==> src/lkr_pkg.sv <==
// ----------------------------------------------------------------------------
// LRU-K replacer package
// Shared widths, request codes and the structs passed between the ring
// cells, the head unit and the control at the top level.
// ----------------------------------------------------------------------------
`default_nettype none

package lkr_pkg;

    localparam int FRAME_TOTAL = 64;
    localparam int IDX_W       = $clog2(FRAME_TOTAL);
    localparam int LEN_W       = IDX_W + 1;
    localparam int CNT_W       = 4;

    localparam logic [CNT_W-1:0] CNT_MAX = 4'd15;

    // request codes
    localparam logic [1:0] REQ_ACCESS = 2'd0;
    localparam logic [1:0] REQ_SET    = 2'd1;
    localparam logic [1:0] REQ_REMOVE = 2'd2;
    localparam logic [1:0] REQ_EVICT  = 2'd3;

    typedef logic [IDX_W-1:0] t_idx;
    typedef logic [LEN_W-1:0] t_len;
    typedef logic [CNT_W-1:0] t_cnt;

    // per-frame state held by one ring cell; cnt of zero means in no list
    typedef struct packed {
        t_cnt cnt;
        logic mark;
        logic in_cache;
        t_idx rank;
    } t_cell;

    typedef struct packed {
        logic [1:0] req_type;
        logic [5:0] frame;
        logic       evictable_flag;
    } t_in_item;

    typedef struct packed {
        logic       victim_valid;
        logic [5:0] victim_frame;
        logic [6:0] evictable_count;
    } t_out_item;

    // control from the sequencer to the head unit
    typedef struct packed {
        logic scan;
        logic apply;
        t_idx pos;
        t_idx frame;
    } t_ctl;

    // what the scan pass gathered
    typedef struct packed {
        t_cell tgt;
        logic  hb_v;
        t_idx  hb_idx;
        t_idx  hb_rank;
        logic  cb_v;
        t_idx  cb_idx;
        t_idx  cb_rank;
    } t_scan;

    // edit applied during the second pass
    typedef struct packed {
        logic  drop_en;
        logic  drop_cache;
        t_idx  drop_rank;
        logic  upd_en;
        t_idx  tgt;
        t_cell val;
    } t_upd;

endpackage

`default_nettype wire

==> src/lkr_cell.sv <==
// ----------------------------------------------------------------------------
// LRU-K ring cell
// Holds the state of one frame and hands it to its neighbour on each shift.
// ----------------------------------------------------------------------------
`default_nettype none

module lkr_cell (
    input  wire               i_clk,
    input  wire               i_rst_n,
    input  wire               i_shift,
    input  lkr_pkg::t_cell    i_d,
    output lkr_pkg::t_cell    o_q
);

    lkr_pkg::t_cell r_q;

    // frame state moves one cell towards the head on each shift
    always_ff @(posedge i_clk) begin
        if (!i_rst_n) begin
            r_q <= '0;
        end else if (i_shift) begin
            r_q <= i_d;
        end
    end

    assign o_q = r_q;

endmodule

`default_nettype wire

==> src/lkr_head.sv <==
// ----------------------------------------------------------------------------
// LRU-K head unit
// Looks at the cell leaving the ring head: gathers the target frame and the
// oldest evictable frame of each list while scanning, and edits ranks and
// the target entry while applying.
// ----------------------------------------------------------------------------
`default_nettype none

module lkr_head (
    input  wire              i_clk,
    input  lkr_pkg::t_ctl    i_ctl,
    input  lkr_pkg::t_upd    i_upd,
    input  lkr_pkg::t_cell   i_head,
    output lkr_pkg::t_cell   o_feed,
    output lkr_pkg::t_scan   o_scan
);

    lkr_pkg::t_scan r_scan;
    lkr_pkg::t_scan base;
    lkr_pkg::t_scan n_scan;
    logic           used;

    assign used = (i_head.cnt != '0);

    // scan accumulation, restarted at the first position
    always_comb begin
        base = r_scan;
        if (i_ctl.pos == '0) begin
            base.hb_v = 1'b0;
            base.cb_v = 1'b0;
        end
        n_scan = base;
        if (i_ctl.pos == i_ctl.frame) begin
            n_scan.tgt = i_head;
        end
        if (used && i_head.mark && !i_head.in_cache) begin
            if (!base.hb_v || (i_head.rank < base.hb_rank)) begin
                n_scan.hb_v    = 1'b1;
                n_scan.hb_idx  = i_ctl.pos;
                n_scan.hb_rank = i_head.rank;
            end
        end
        if (used && i_head.mark && i_head.in_cache) begin
            if (!base.cb_v || (i_head.rank < base.cb_rank)) begin
                n_scan.cb_v    = 1'b1;
                n_scan.cb_idx  = i_ctl.pos;
                n_scan.cb_rank = i_head.rank;
            end
        end
    end

    always_ff @(posedge i_clk) begin
        if (i_ctl.scan) begin
            r_scan <= n_scan;
        end
    end

    // edit of the cell fed back to the ring tail
    always_comb begin
        o_feed = i_head;
        if (i_ctl.apply) begin
            if (i_upd.drop_en && used && (i_head.in_cache == i_upd.drop_cache)
                && (i_head.rank > i_upd.drop_rank)) begin
                o_feed.rank = i_head.rank - 1'b1;
            end
            if (i_upd.upd_en && (i_ctl.pos == i_upd.tgt)) begin
                o_feed = i_upd.val;
            end
        end
    end

    assign o_scan = r_scan;

endmodule

`default_nettype wire

==> src/lru_k_frame_replacer.sv <==
// ----------------------------------------------------------------------------
// LRU-K frame replacer
// Replacement policy over a ring of frame cells with history and cache lists
// kept as per-frame ranks.
//
//  channel  | signals                              | direction
//  ---------+--------------------------------------+----------
//  request  | i_in_valid, o_in_stall, i_in_item    | in
//  result   | o_out_valid, i_out_stall, o_out_item | out
//  config   | i_cfg_we, i_cfg_wdata (k_depth)      | in
//
// Each request takes one ring rotation to scan, a decision state, one
// rotation to apply the edit, then a return to the idle state.
// The ring rotation through the single head unit sets the request time.
// Synchronous active-low reset clears all frames; no clearing pass.
// The result register holds a stalled transfer; the decision state waits
// while it is full and its output is stalled.
// ----------------------------------------------------------------------------
`default_nettype none

module lru_k_frame_replacer (
    input  wire                 i_clk,
    input  wire                 i_rst_n,
    input  wire                 i_in_valid,
    output logic                o_in_stall,
    input  lkr_pkg::t_in_item   i_in_item,
    output logic                o_out_valid,
    input  wire                 i_out_stall,
    output lkr_pkg::t_out_item  o_out_item,
    input  wire                 i_cfg_we,
    input  wire  [3:0]          i_cfg_wdata
);

    localparam logic [1:0] S_IDLE   = 2'd0;
    localparam logic [1:0] S_SCAN   = 2'd1;
    localparam logic [1:0] S_DECIDE = 2'd2;
    localparam logic [1:0] S_APPLY  = 2'd3;

    localparam lkr_pkg::t_idx POS_LAST = lkr_pkg::t_idx'(lkr_pkg::FRAME_TOTAL - 1);

    logic [1:0]          r_state, n_state;
    lkr_pkg::t_idx       r_pos, n_pos;
    lkr_pkg::t_in_item   r_req;
    logic [3:0]          r_k;
    lkr_pkg::t_len       r_hlen, r_clen, r_tot;
    lkr_pkg::t_upd       r_upd;
    logic                r_out_v;
    lkr_pkg::t_out_item  r_out;

    lkr_pkg::t_cell      q [lkr_pkg::FRAME_TOTAL];
    lkr_pkg::t_cell      feed;
    lkr_pkg::t_scan      scan;
    lkr_pkg::t_ctl       ctl;
    logic                shift;

    // decision signals
    lkr_pkg::t_upd       d_upd;
    lkr_pkg::t_len       d_hlen, d_clen, d_tot;
    logic                d_vv;
    lkr_pkg::t_idx       d_vf;
    logic [3:0]          k_eff;
    lkr_pkg::t_cnt       c_new;
    logic                inrange, tin;
    logic                out_free, commit, accept;

    assign o_in_stall = (r_state != S_IDLE);
    assign accept     = i_in_valid && !o_in_stall;
    assign out_free   = !r_out_v || !i_out_stall;
    assign commit     = (r_state == S_DECIDE) && out_free;
    assign shift      = (r_state == S_SCAN) || (r_state == S_APPLY);

    assign ctl.scan  = (r_state == S_SCAN);
    assign ctl.apply = (r_state == S_APPLY);
    assign ctl.pos   = r_pos;
    assign ctl.frame = lkr_pkg::t_idx'(r_req.frame);

    // ring of frame cells; the head feeds back into the tail
    for (genvar gi = 0; gi < lkr_pkg::FRAME_TOTAL; gi++) begin : g_ring
        lkr_pkg::t_cell d;
        if (gi == lkr_pkg::FRAME_TOTAL - 1) begin : g_tail
            assign d = feed;
        end else begin : g_mid
            assign d = q[gi + 1];
        end
        lkr_cell u_cell (
            .i_clk   (i_clk),
            .i_rst_n (i_rst_n),
            .i_shift (shift),
            .i_d     (d),
            .o_q     (q[gi])
        );
    end

    lkr_head u_head (
        .i_clk  (i_clk),
        .i_ctl  (ctl),
        .i_upd  (r_upd),
        .i_head (q[0]),
        .o_feed (feed),
        .o_scan (scan)
    );

    // decision from the scan results
    always_comb begin
        k_eff   = (r_k == 4'd0) ? 4'd1 : r_k;
        inrange = (32'(r_req.frame) < lkr_pkg::FRAME_TOTAL);
        tin     = (scan.tgt.cnt != '0);
        c_new   = (scan.tgt.cnt == lkr_pkg::CNT_MAX) ? lkr_pkg::CNT_MAX
                                                     : scan.tgt.cnt + 1'b1;
        d_upd            = '0;
        d_upd.tgt        = lkr_pkg::t_idx'(r_req.frame);
        d_upd.val        = scan.tgt;
        d_hlen           = r_hlen;
        d_clen           = r_clen;
        d_tot            = r_tot;
        d_vv             = 1'b0;
        d_vf             = '0;
        case (r_req.req_type)
            lkr_pkg::REQ_ACCESS: begin
                if (inrange) begin
                    d_upd.upd_en  = 1'b1;
                    d_upd.val.cnt = c_new;
                    if (c_new >= k_eff) begin
                        d_upd.val.in_cache = 1'b1;
                        if (tin) begin
                            d_upd.drop_en    = 1'b1;
                            d_upd.drop_cache = scan.tgt.in_cache;
                            d_upd.drop_rank  = scan.tgt.rank;
                        end
                        if (tin && scan.tgt.in_cache) begin
                            d_upd.val.rank = lkr_pkg::t_idx'(r_clen - 1'b1);
                        end else begin
                            d_upd.val.rank = lkr_pkg::t_idx'(r_clen);
                            d_clen         = r_clen + 1'b1;
                            if (tin) begin
                                d_hlen = r_hlen - 1'b1;
                            end
                        end
                    end else if (!(tin && !scan.tgt.in_cache)) begin
                        if (tin) begin
                            d_upd.drop_en    = 1'b1;
                            d_upd.drop_cache = 1'b1;
                            d_upd.drop_rank  = scan.tgt.rank;
                            d_clen           = r_clen - 1'b1;
                        end
                        d_upd.val.in_cache = 1'b0;
                        d_upd.val.rank     = lkr_pkg::t_idx'(r_hlen);
                        d_hlen             = r_hlen + 1'b1;
                    end
                end
            end
            lkr_pkg::REQ_SET: begin
                if (inrange && tin) begin
                    d_upd.upd_en   = 1'b1;
                    d_upd.val.mark = r_req.evictable_flag;
                    if (!scan.tgt.mark && r_req.evictable_flag) begin
                        d_tot = r_tot + 1'b1;
                    end
                    if (scan.tgt.mark && !r_req.evictable_flag && (r_tot != '0)) begin
                        d_tot = r_tot - 1'b1;
                    end
                end
            end
            lkr_pkg::REQ_REMOVE: begin
                if (inrange && scan.tgt.mark) begin
                    d_upd.drop_en    = 1'b1;
                    d_upd.drop_cache = scan.tgt.in_cache;
                    d_upd.drop_rank  = scan.tgt.rank;
                    d_upd.upd_en     = 1'b1;
                    d_upd.val.cnt    = '0;
                    d_upd.val.mark   = 1'b0;
                    if (scan.tgt.in_cache) begin
                        d_clen = r_clen - 1'b1;
                    end else begin
                        d_hlen = r_hlen - 1'b1;
                    end
                    if (r_tot != '0) begin
                        d_tot = r_tot - 1'b1;
                    end
                end
            end
            default: begin
                // evict: oldest evictable history frame, else cache frame
                if (scan.hb_v || scan.cb_v) begin
                    d_vv             = 1'b1;
                    d_upd.drop_en    = 1'b1;
                    d_upd.upd_en     = 1'b1;
                    d_upd.val.cnt    = '0;
                    d_upd.val.mark   = 1'b0;
                    if (scan.hb_v) begin
                        d_vf             = scan.hb_idx;
                        d_upd.drop_cache = 1'b0;
                        d_upd.drop_rank  = scan.hb_rank;
                        d_hlen           = r_hlen - 1'b1;
                    end else begin
                        d_vf             = scan.cb_idx;
                        d_upd.drop_cache = 1'b1;
                        d_upd.drop_rank  = scan.cb_rank;
                        d_clen           = r_clen - 1'b1;
                    end
                    d_upd.tgt = d_vf;
                    if (r_tot != '0) begin
                        d_tot = r_tot - 1'b1;
                    end
                end
            end
        endcase
    end

    // sequencer
    always_comb begin
        n_state = r_state;
        n_pos   = r_pos;
        case (r_state)
            S_IDLE: begin
                n_pos = '0;
                if (accept) begin
                    n_state = S_SCAN;
                end
            end
            S_SCAN: begin
                n_pos = (r_pos == POS_LAST) ? '0 : r_pos + 1'b1;
                if (r_pos == POS_LAST) begin
                    n_state = S_DECIDE;
                end
            end
            S_DECIDE: begin
                n_pos = '0;
                if (commit) begin
                    n_state = S_APPLY;
                end
            end
            default: begin
                n_pos = (r_pos == POS_LAST) ? '0 : r_pos + 1'b1;
                if (r_pos == POS_LAST) begin
                    n_state = S_IDLE;
                end
            end
        endcase
    end

    always_ff @(posedge i_clk) begin
        if (!i_rst_n) begin
            r_state <= S_IDLE;
            r_pos   <= '0;
            r_k     <= 4'd2;
            r_hlen  <= '0;
            r_clen  <= '0;
            r_tot   <= '0;
            r_upd   <= '0;
        end else begin
            r_state <= n_state;
            r_pos   <= n_pos;
            if (i_cfg_we) begin
                r_k <= i_cfg_wdata;
            end
            if (commit) begin
                r_hlen <= d_hlen;
                r_clen <= d_clen;
                r_tot  <= d_tot;
                r_upd  <= d_upd;
            end
        end
    end

    always_ff @(posedge i_clk) begin
        if (accept) begin
            r_req <= i_in_item;
        end
    end

    // result register
    always_ff @(posedge i_clk) begin
        if (!i_rst_n) begin
            r_out_v <= 1'b0;
        end else if (commit) begin
            r_out_v <= 1'b1;
        end else if (!i_out_stall) begin
            r_out_v <= 1'b0;
        end
    end

    always_ff @(posedge i_clk) begin
        if (commit) begin
            r_out.victim_valid    <= d_vv;
            r_out.victim_frame    <= 6'(d_vf);
            r_out.evictable_count <= 7'(d_tot);
        end
    end

    assign o_out_valid = r_out_v;
    assign o_out_item  = r_out;

endmodule

`default_nettype wire
==> config.mk <==
export PLATFORM = sky130hd
export DESIGN_NAME = lru_k_frame_replacer
export DESIGN_NICKNAME = d
export VERILOG_FILES = /design/src/lkr_pkg.sv /design/src/lkr_cell.sv /design/src/lkr_head.sv /design/src/lru_k_frame_replacer.sv
export SDC_FILE = /design/constraint.sdc
export NUM_CORES = 2
export LEC_CHECK = 0
export BUFFER_PORTS_ARGS = -buffer_cell sky130_fd_sc_hd__buf_4
export CAP_MARGIN = 20
export CORE_MARGIN = 4
export CORE_UTILIZATION = 45
export CTS_BUF_LIST = sky130_fd_sc_hd__clkbuf_8
export CTS_CLUSTER_SIZE = 28
export DETAILED_ROUTE_END_ITERATION = 10
export GPL_TIMING_DRIVEN = 0
export PLACE_DENSITY = 0.71
export SLEW_MARGIN = 30
export SYNTH_ARGS = -nofsm -noshare
export SYNTH_HDL_FRONTEND = slang
export SYNTH_HIERARCHICAL = 1
export SYNTH_SLANG_ARGS = --single-unit
==> constraint.sdc <==
create_clock -name i_clk -period 7.6 [get_ports i_clk]
set_input_delay 2.28 -clock i_clk [delete_from_list [all_inputs] [get_ports i_clk]]
set_output_delay 2.28 -clock i_clk [all_outputs]
set_load 0.03 [all_outputs]
After elaboration in Yosys (flattened, before gate mapping)
Index checks and enable logic that the tools add are counted.

cells by class
  mux-type cells = 64
  bitwise operators = 3
  $add $sub $neg = 9
  magnitude comparators = 4
  eq/ne operators = 22
  reduce and logical (&&, ||, !) cells = 48

operator list
  cell                                                                count
  7-bit two-way mux                                                   26
  7-bit one-hot mux with 3 select lines                               3
  13-bit two-way mux                                                  4
  8-bit two-way mux                                                   4
  12-bit two-way mux                                                  2
  6-bit two-way mux                                                   4
  8-bit one-hot mux with 3 select lines                               1
  7-bit by 1-bit adder with 7-bit output, second input constant       3
  7-bit by 1-bit subtractor with 7-bit output, second input constant  3
  20-bit two-way mux                                                  1
  9-bit AND reduction                                                 2
  3-bit != test, second input constant                                5
  1-bit logical AND                                                   14
  6-bit equality test                                                 2
  6-bit less-than comparator                                          2
  4-bit one-hot mux with 3 select lines                               1
  1-bit zero test                                                     9
  9-bit two-way mux                                                   1
  3-bit nonzero test                                                  3
  2-bit two-way mux                                                   4
  4-bit two-way mux                                                   2
  2-bit by 1-bit != test with 1-bit output, second input constant     4
  4-bit nonzero test                                                  2
  4-bit OR reduction                                                  2
  26 further kinds                                                    46

word-level totals
  input port bits = 18
  register bits after elaboration = 890

Depth between registers and ports, before layout
  depth in word-level cells = 7
  mapped depth = 11

Modules after synthesis
Netlist, hierarchy kept.

by module, submodules not included
  module                instances  cells an instance  area an instance (µm²)  sequential area each (µm²)
  lkr_cell              64         38                 450.4                   240.2
  lru_k_frame_replacer  1          576                4805.9                  1871.8
  lkr_head              1          181                2149.6                  1141.1

Worst setup path after synthesis
OpenSTA, ideal clock, no wires.

  kind = register to register
  start = reg r_state[1]
  end = reg g_ring[0].u_cell.r_q, in the netlist g_ring[0].u_cell/o_q[0]
  buffers on the path = 1
  setup time = 0.116 ns
  data arrival time = 4.590 ns
  cell stages (with the launch flop) = 7
  data required time = 7.484 ns
  slack = 2.894 ns
  path through = dfxtp_1 -> inv_1 -> ha_1 -> or2_2 -> buf_6 -> mux2i_1 -> nor2b_1

RTL lines
  item                      line                         text
  start: declaration        lru_k_frame_replacer.sv:41   logic [1:0] r_state, n_state;
  start signal: assignment  lru_k_frame_replacer.sv:252  r_state <= n_state;
  end signal: assignment    lkr_cell.sv:22               r_q <= i_d;
  end: declaration          lkr_cell.sv:15               lkr_pkg::t_cell r_q;

Worst setup path in the final report
  start = reg r_state[0]
  end = out o_in_stall

between the ends
  longest elaborated chain between the ends = 1

ends and longest elaborated chain
  item                line                        text
  2-bit nonzero test  lru_k_frame_replacer.sv:66  assign o_in_stall = (r_state != S_IDLE);
  end: declaration    lru_k_frame_replacer.sv:25  output logic o_in_stall,

Every way passes these cells.

==> impl_results.md <==
- Initial antenna violation count: 1
- Gpl congestion: 0.900
- Initial Util: 0.454
- First-pass GRT wire length: 108000 um
- Crit path top cell by count: inv_1
- FF-to-FF Start: u_head/o_scan[34]
- Gr usage total: 0.149
- CP startpoint: r_state[0]
- Total grt overflow: 0
- Hold_sp: r_upd[10]
- Max Slew Vio Count: 0
- Slew Limit Headroom: 0.490
- Post-CTS Setup Inserts: 0
- Placement Rows: 103
- Max VDD drop: 0.000170 V
- Wirelength, routed: 63400 um
- Router iterations before antenna repair: 6
- Num CTS Buffers: 144
- I/O Pins: 34
- RSZ-0062 raised after global routing: false
- Fin cells: 4527
- Crit path to: o_in_stall
- CP Launch Type: flip-flop
- Buf/Inv on CP: 3
- Clock root cell: clkbuf_8
- Outcome: complete, no violations
- Yosys warns: 6
- 1st-iter DRT viols: 1028
- CTS Buffer Depth: 3
- Final hold violation count: 0
- Post-Synthesis Cell Area: 35800 um^2
- Hpwl dp: 41700 um
- Flop-to-flop setup slack: 4420 ps
- Final setup TNS: 0 ps
- Routed len/inst: 14.0 um
- Clk slew on worst S/H paths: 70 ps
- Final setup violation count: 0
- Static Leak: 14.3 nW
- Top_reg_cell synth: dfxtp_1
- Post-Synthesis Cells: 3189
- Number of fill cells: 7135
- HP Class: reg2reg
- CP Capture Type: output pin
- Pin count of the biggest net entering global routing: 110
- Crit-path max FO: 4
- Post-synth EDFFs: 61
- Vias per cell: 4.79
- Layout cells sized above 1: 0.0981
- Remaining DRCs: 0
- Synth async-reset ratio: 0
- CP Depth: 4
- Final ANT Viol Nets: 0
- Post-synthesis sequential element count: 888
- Die Y: 290 um
- Critical path type: reg2out
- Hold_ws: 456 ps
- Full die area: 84100 um^2
- Max_cap viols: 0
- Worst Tran Pin Value: 765 ps
- Die width: 290 um
- Worst path top cell family by delay: flip-flops
- Via count: 21700
- Post-layout min period: 4000 ps
- Clock latency on the worst-skew pair: 790 ps
- Slowest cell on crit path: dfxtp_1
- Number of port buffers: 32
- Critical Path AT: 1720 ps
- Area growth syn-to-layout: 12.7%
- Hold-fix buffers, CTS: 0
- CTS tree: built
- PostCTS Resize Cnt: 0
- CTS Sinks: 888
- Placed Cells: 4280
- Post-synthesis average cell area: 11.2 um^2
- CP Data Required Time: 5320 ps
- H-tree depth: 4
- R2r endpoint: r_clen[5]
- Power per cell area: 295 nW/um^2
- Core area: 78900 um^2
- R2r worst-path depth: 10
- Syn nets: 3241
- Seq/Total Area, Yosys: 0.514
- Max stage delay on crit path: 390 ps
- Critical-path cell list: inv_1, ha_1, inv_1, buf_4
- Fmax: 250 MHz
- Final Cycle Share: 0.527
- Vias in the first global route: 21900
- Clk_skew: 29.7 ps
- Final-stage net count: 3428
- Unique masters post-synth: 77
## worst min-delay path by stage
| stage | to | slack [ps] | depth (start not counted) |
|---|---|---|---|
| final | r_upd[10] | 460 | 2 |
| after global routing | r_upd[10] | 500 | 2 |
| after CTS | r_upd[10] | 460 | 2 |
| after detailed placement | r_upd[10] | 450 | 2 |
| after global placement | r_upd[10] | 440 | 2 |
| after floorplan | r_upd[10] | 430 | 2 |
## placed cells by master (no fill, tap or decap), drive strengths merged, types with 34 or more instances in the layout
cell type  Yosys  final
dfxtp        827    827
mux2i        788    788
nor2b        779    779
clkbuf        89    262
buf           80    121
inv           46     99
nor2          70     70
edfxtp        61     61
nand2         57     57
a21oi         57     57
o21ai         48     48
ha            34     34
## kinds of logic after synthesis
group / Yosys count / synth area share
adders and majority gates: 34 / 0.0119
and+or+nand+nor: 1032 / 0.172
xor gates and xnor gates: 27 / 0.00661
muxes: 795 / 0.223
buffers and inverters: 216 / 0.0375
AOI/OAI and AO/OA: 197 / 0.0351
DFF: 888 / 0.514
## state kept, by name, summed over array words and instances, names as in the netlist, 4 cells and up
register           flops
g_ring.u_cell/o_q    768
r_clen                 6
r_hlen                 6
u_head/o_scan         38
ctl                    6
r_k                    4
r_pos                  6
o_out_item            14
r_upd                 27
r_tot                  7
## metal layers
metal,wire length (um),part of all wire,vias to the layer above,GRT usage
li1,-,-,11300,-
met1,31500,0.50,9948,0.204
met2,28000,0.44,343,0.231
met3,2380,0.038,107,0.0315
met4,1460,0.023,0,0.0605
met5,0,0,-,0
## where the power goes
group	leakage (nW)	internal [W]	switching, W	total (W)
registers	7.21	0.00481	0.0000701	0.00488
clock network	1.60	0.00210	0.00184	0.00394
logic	5.52	0.00144	0.00163	0.00308
## worst min-delay path: cells and delay by family, from the launching register on
kind	cells	cell delay (ps)
DFF	1	310
and+or+nand+nor	1	50
AOI/OAI and AO/OA	1	50
## cell usage after synthesis (4+ instances only)
cell type  count  share of area
a211oi_1       9         0.0019
a21o_1         4        0.00084
a21oi_1       56         0.0078
a22oi_1        7         0.0015
a31oi_1       18         0.0031
and2_1         6         0.0010
and3_1         9         0.0016
buf_2          8         0.0011
buf_6         69          0.022
clkbuf_1      89         0.0093
dfxtp_1      827           0.46
edfxtp_1      61          0.051
ha_1          34          0.012
inv_1         46         0.0048
mux2_2         7         0.0022
mux2i_1      788           0.22
nand2_1       55         0.0058
nand2b_1      15         0.0026
nand3_1       32         0.0045
nand4_1       13         0.0023
nor2_1        69         0.0072
nor2b_1      779           0.14
nor3_1        14         0.0020
nor4_1         4        0.00070
o211ai_1       5         0.0010
o21ai_0       45         0.0063
o221ai_1       6         0.0015
o31ai_1        6         0.0013
or3_1          8         0.0014
or4_1          6         0.0013
xnor2_1       16         0.0039
xor2_1        11         0.0027
## stage by stage
| step | area [um^2] | power, W | setup slack, ps | utilization |
|---|---|---|---|---|
| floorplan | 35800 | 0.00768 | 2890 | - |
| global placement | 37300 | 0.00825 | 1440 | 0.473 |
| detailed placement | 37500 | 0.00805 | 2970 | 0.476 |
| CTS | 40300 | 0.0121 | 3500 | 0.511 |
| global route | 40300 | 0.0124 | 3480 | 0.511 |
| finish | 40300 | 0.0119 | 3600 | 0.511 |
## final cells by class
class	count	area (um^2)	share of cell area
Antenna cell	1	2.50	0.0000621
Buffer	169	1170	0.0289
Clock buffer	173	2380	0.0590
Clock inverter	73	410	0.0102
Inverter	47	176	0.00437
Multi-Input combinational cell	2085	16100	0.398
Sequential cell	888	18400	0.456
Tap cell	1050	1310	0.0326
Timing Repair Buffer	41	420	0.0104
No activity file was read; power rests on OpenSTA's default activity.
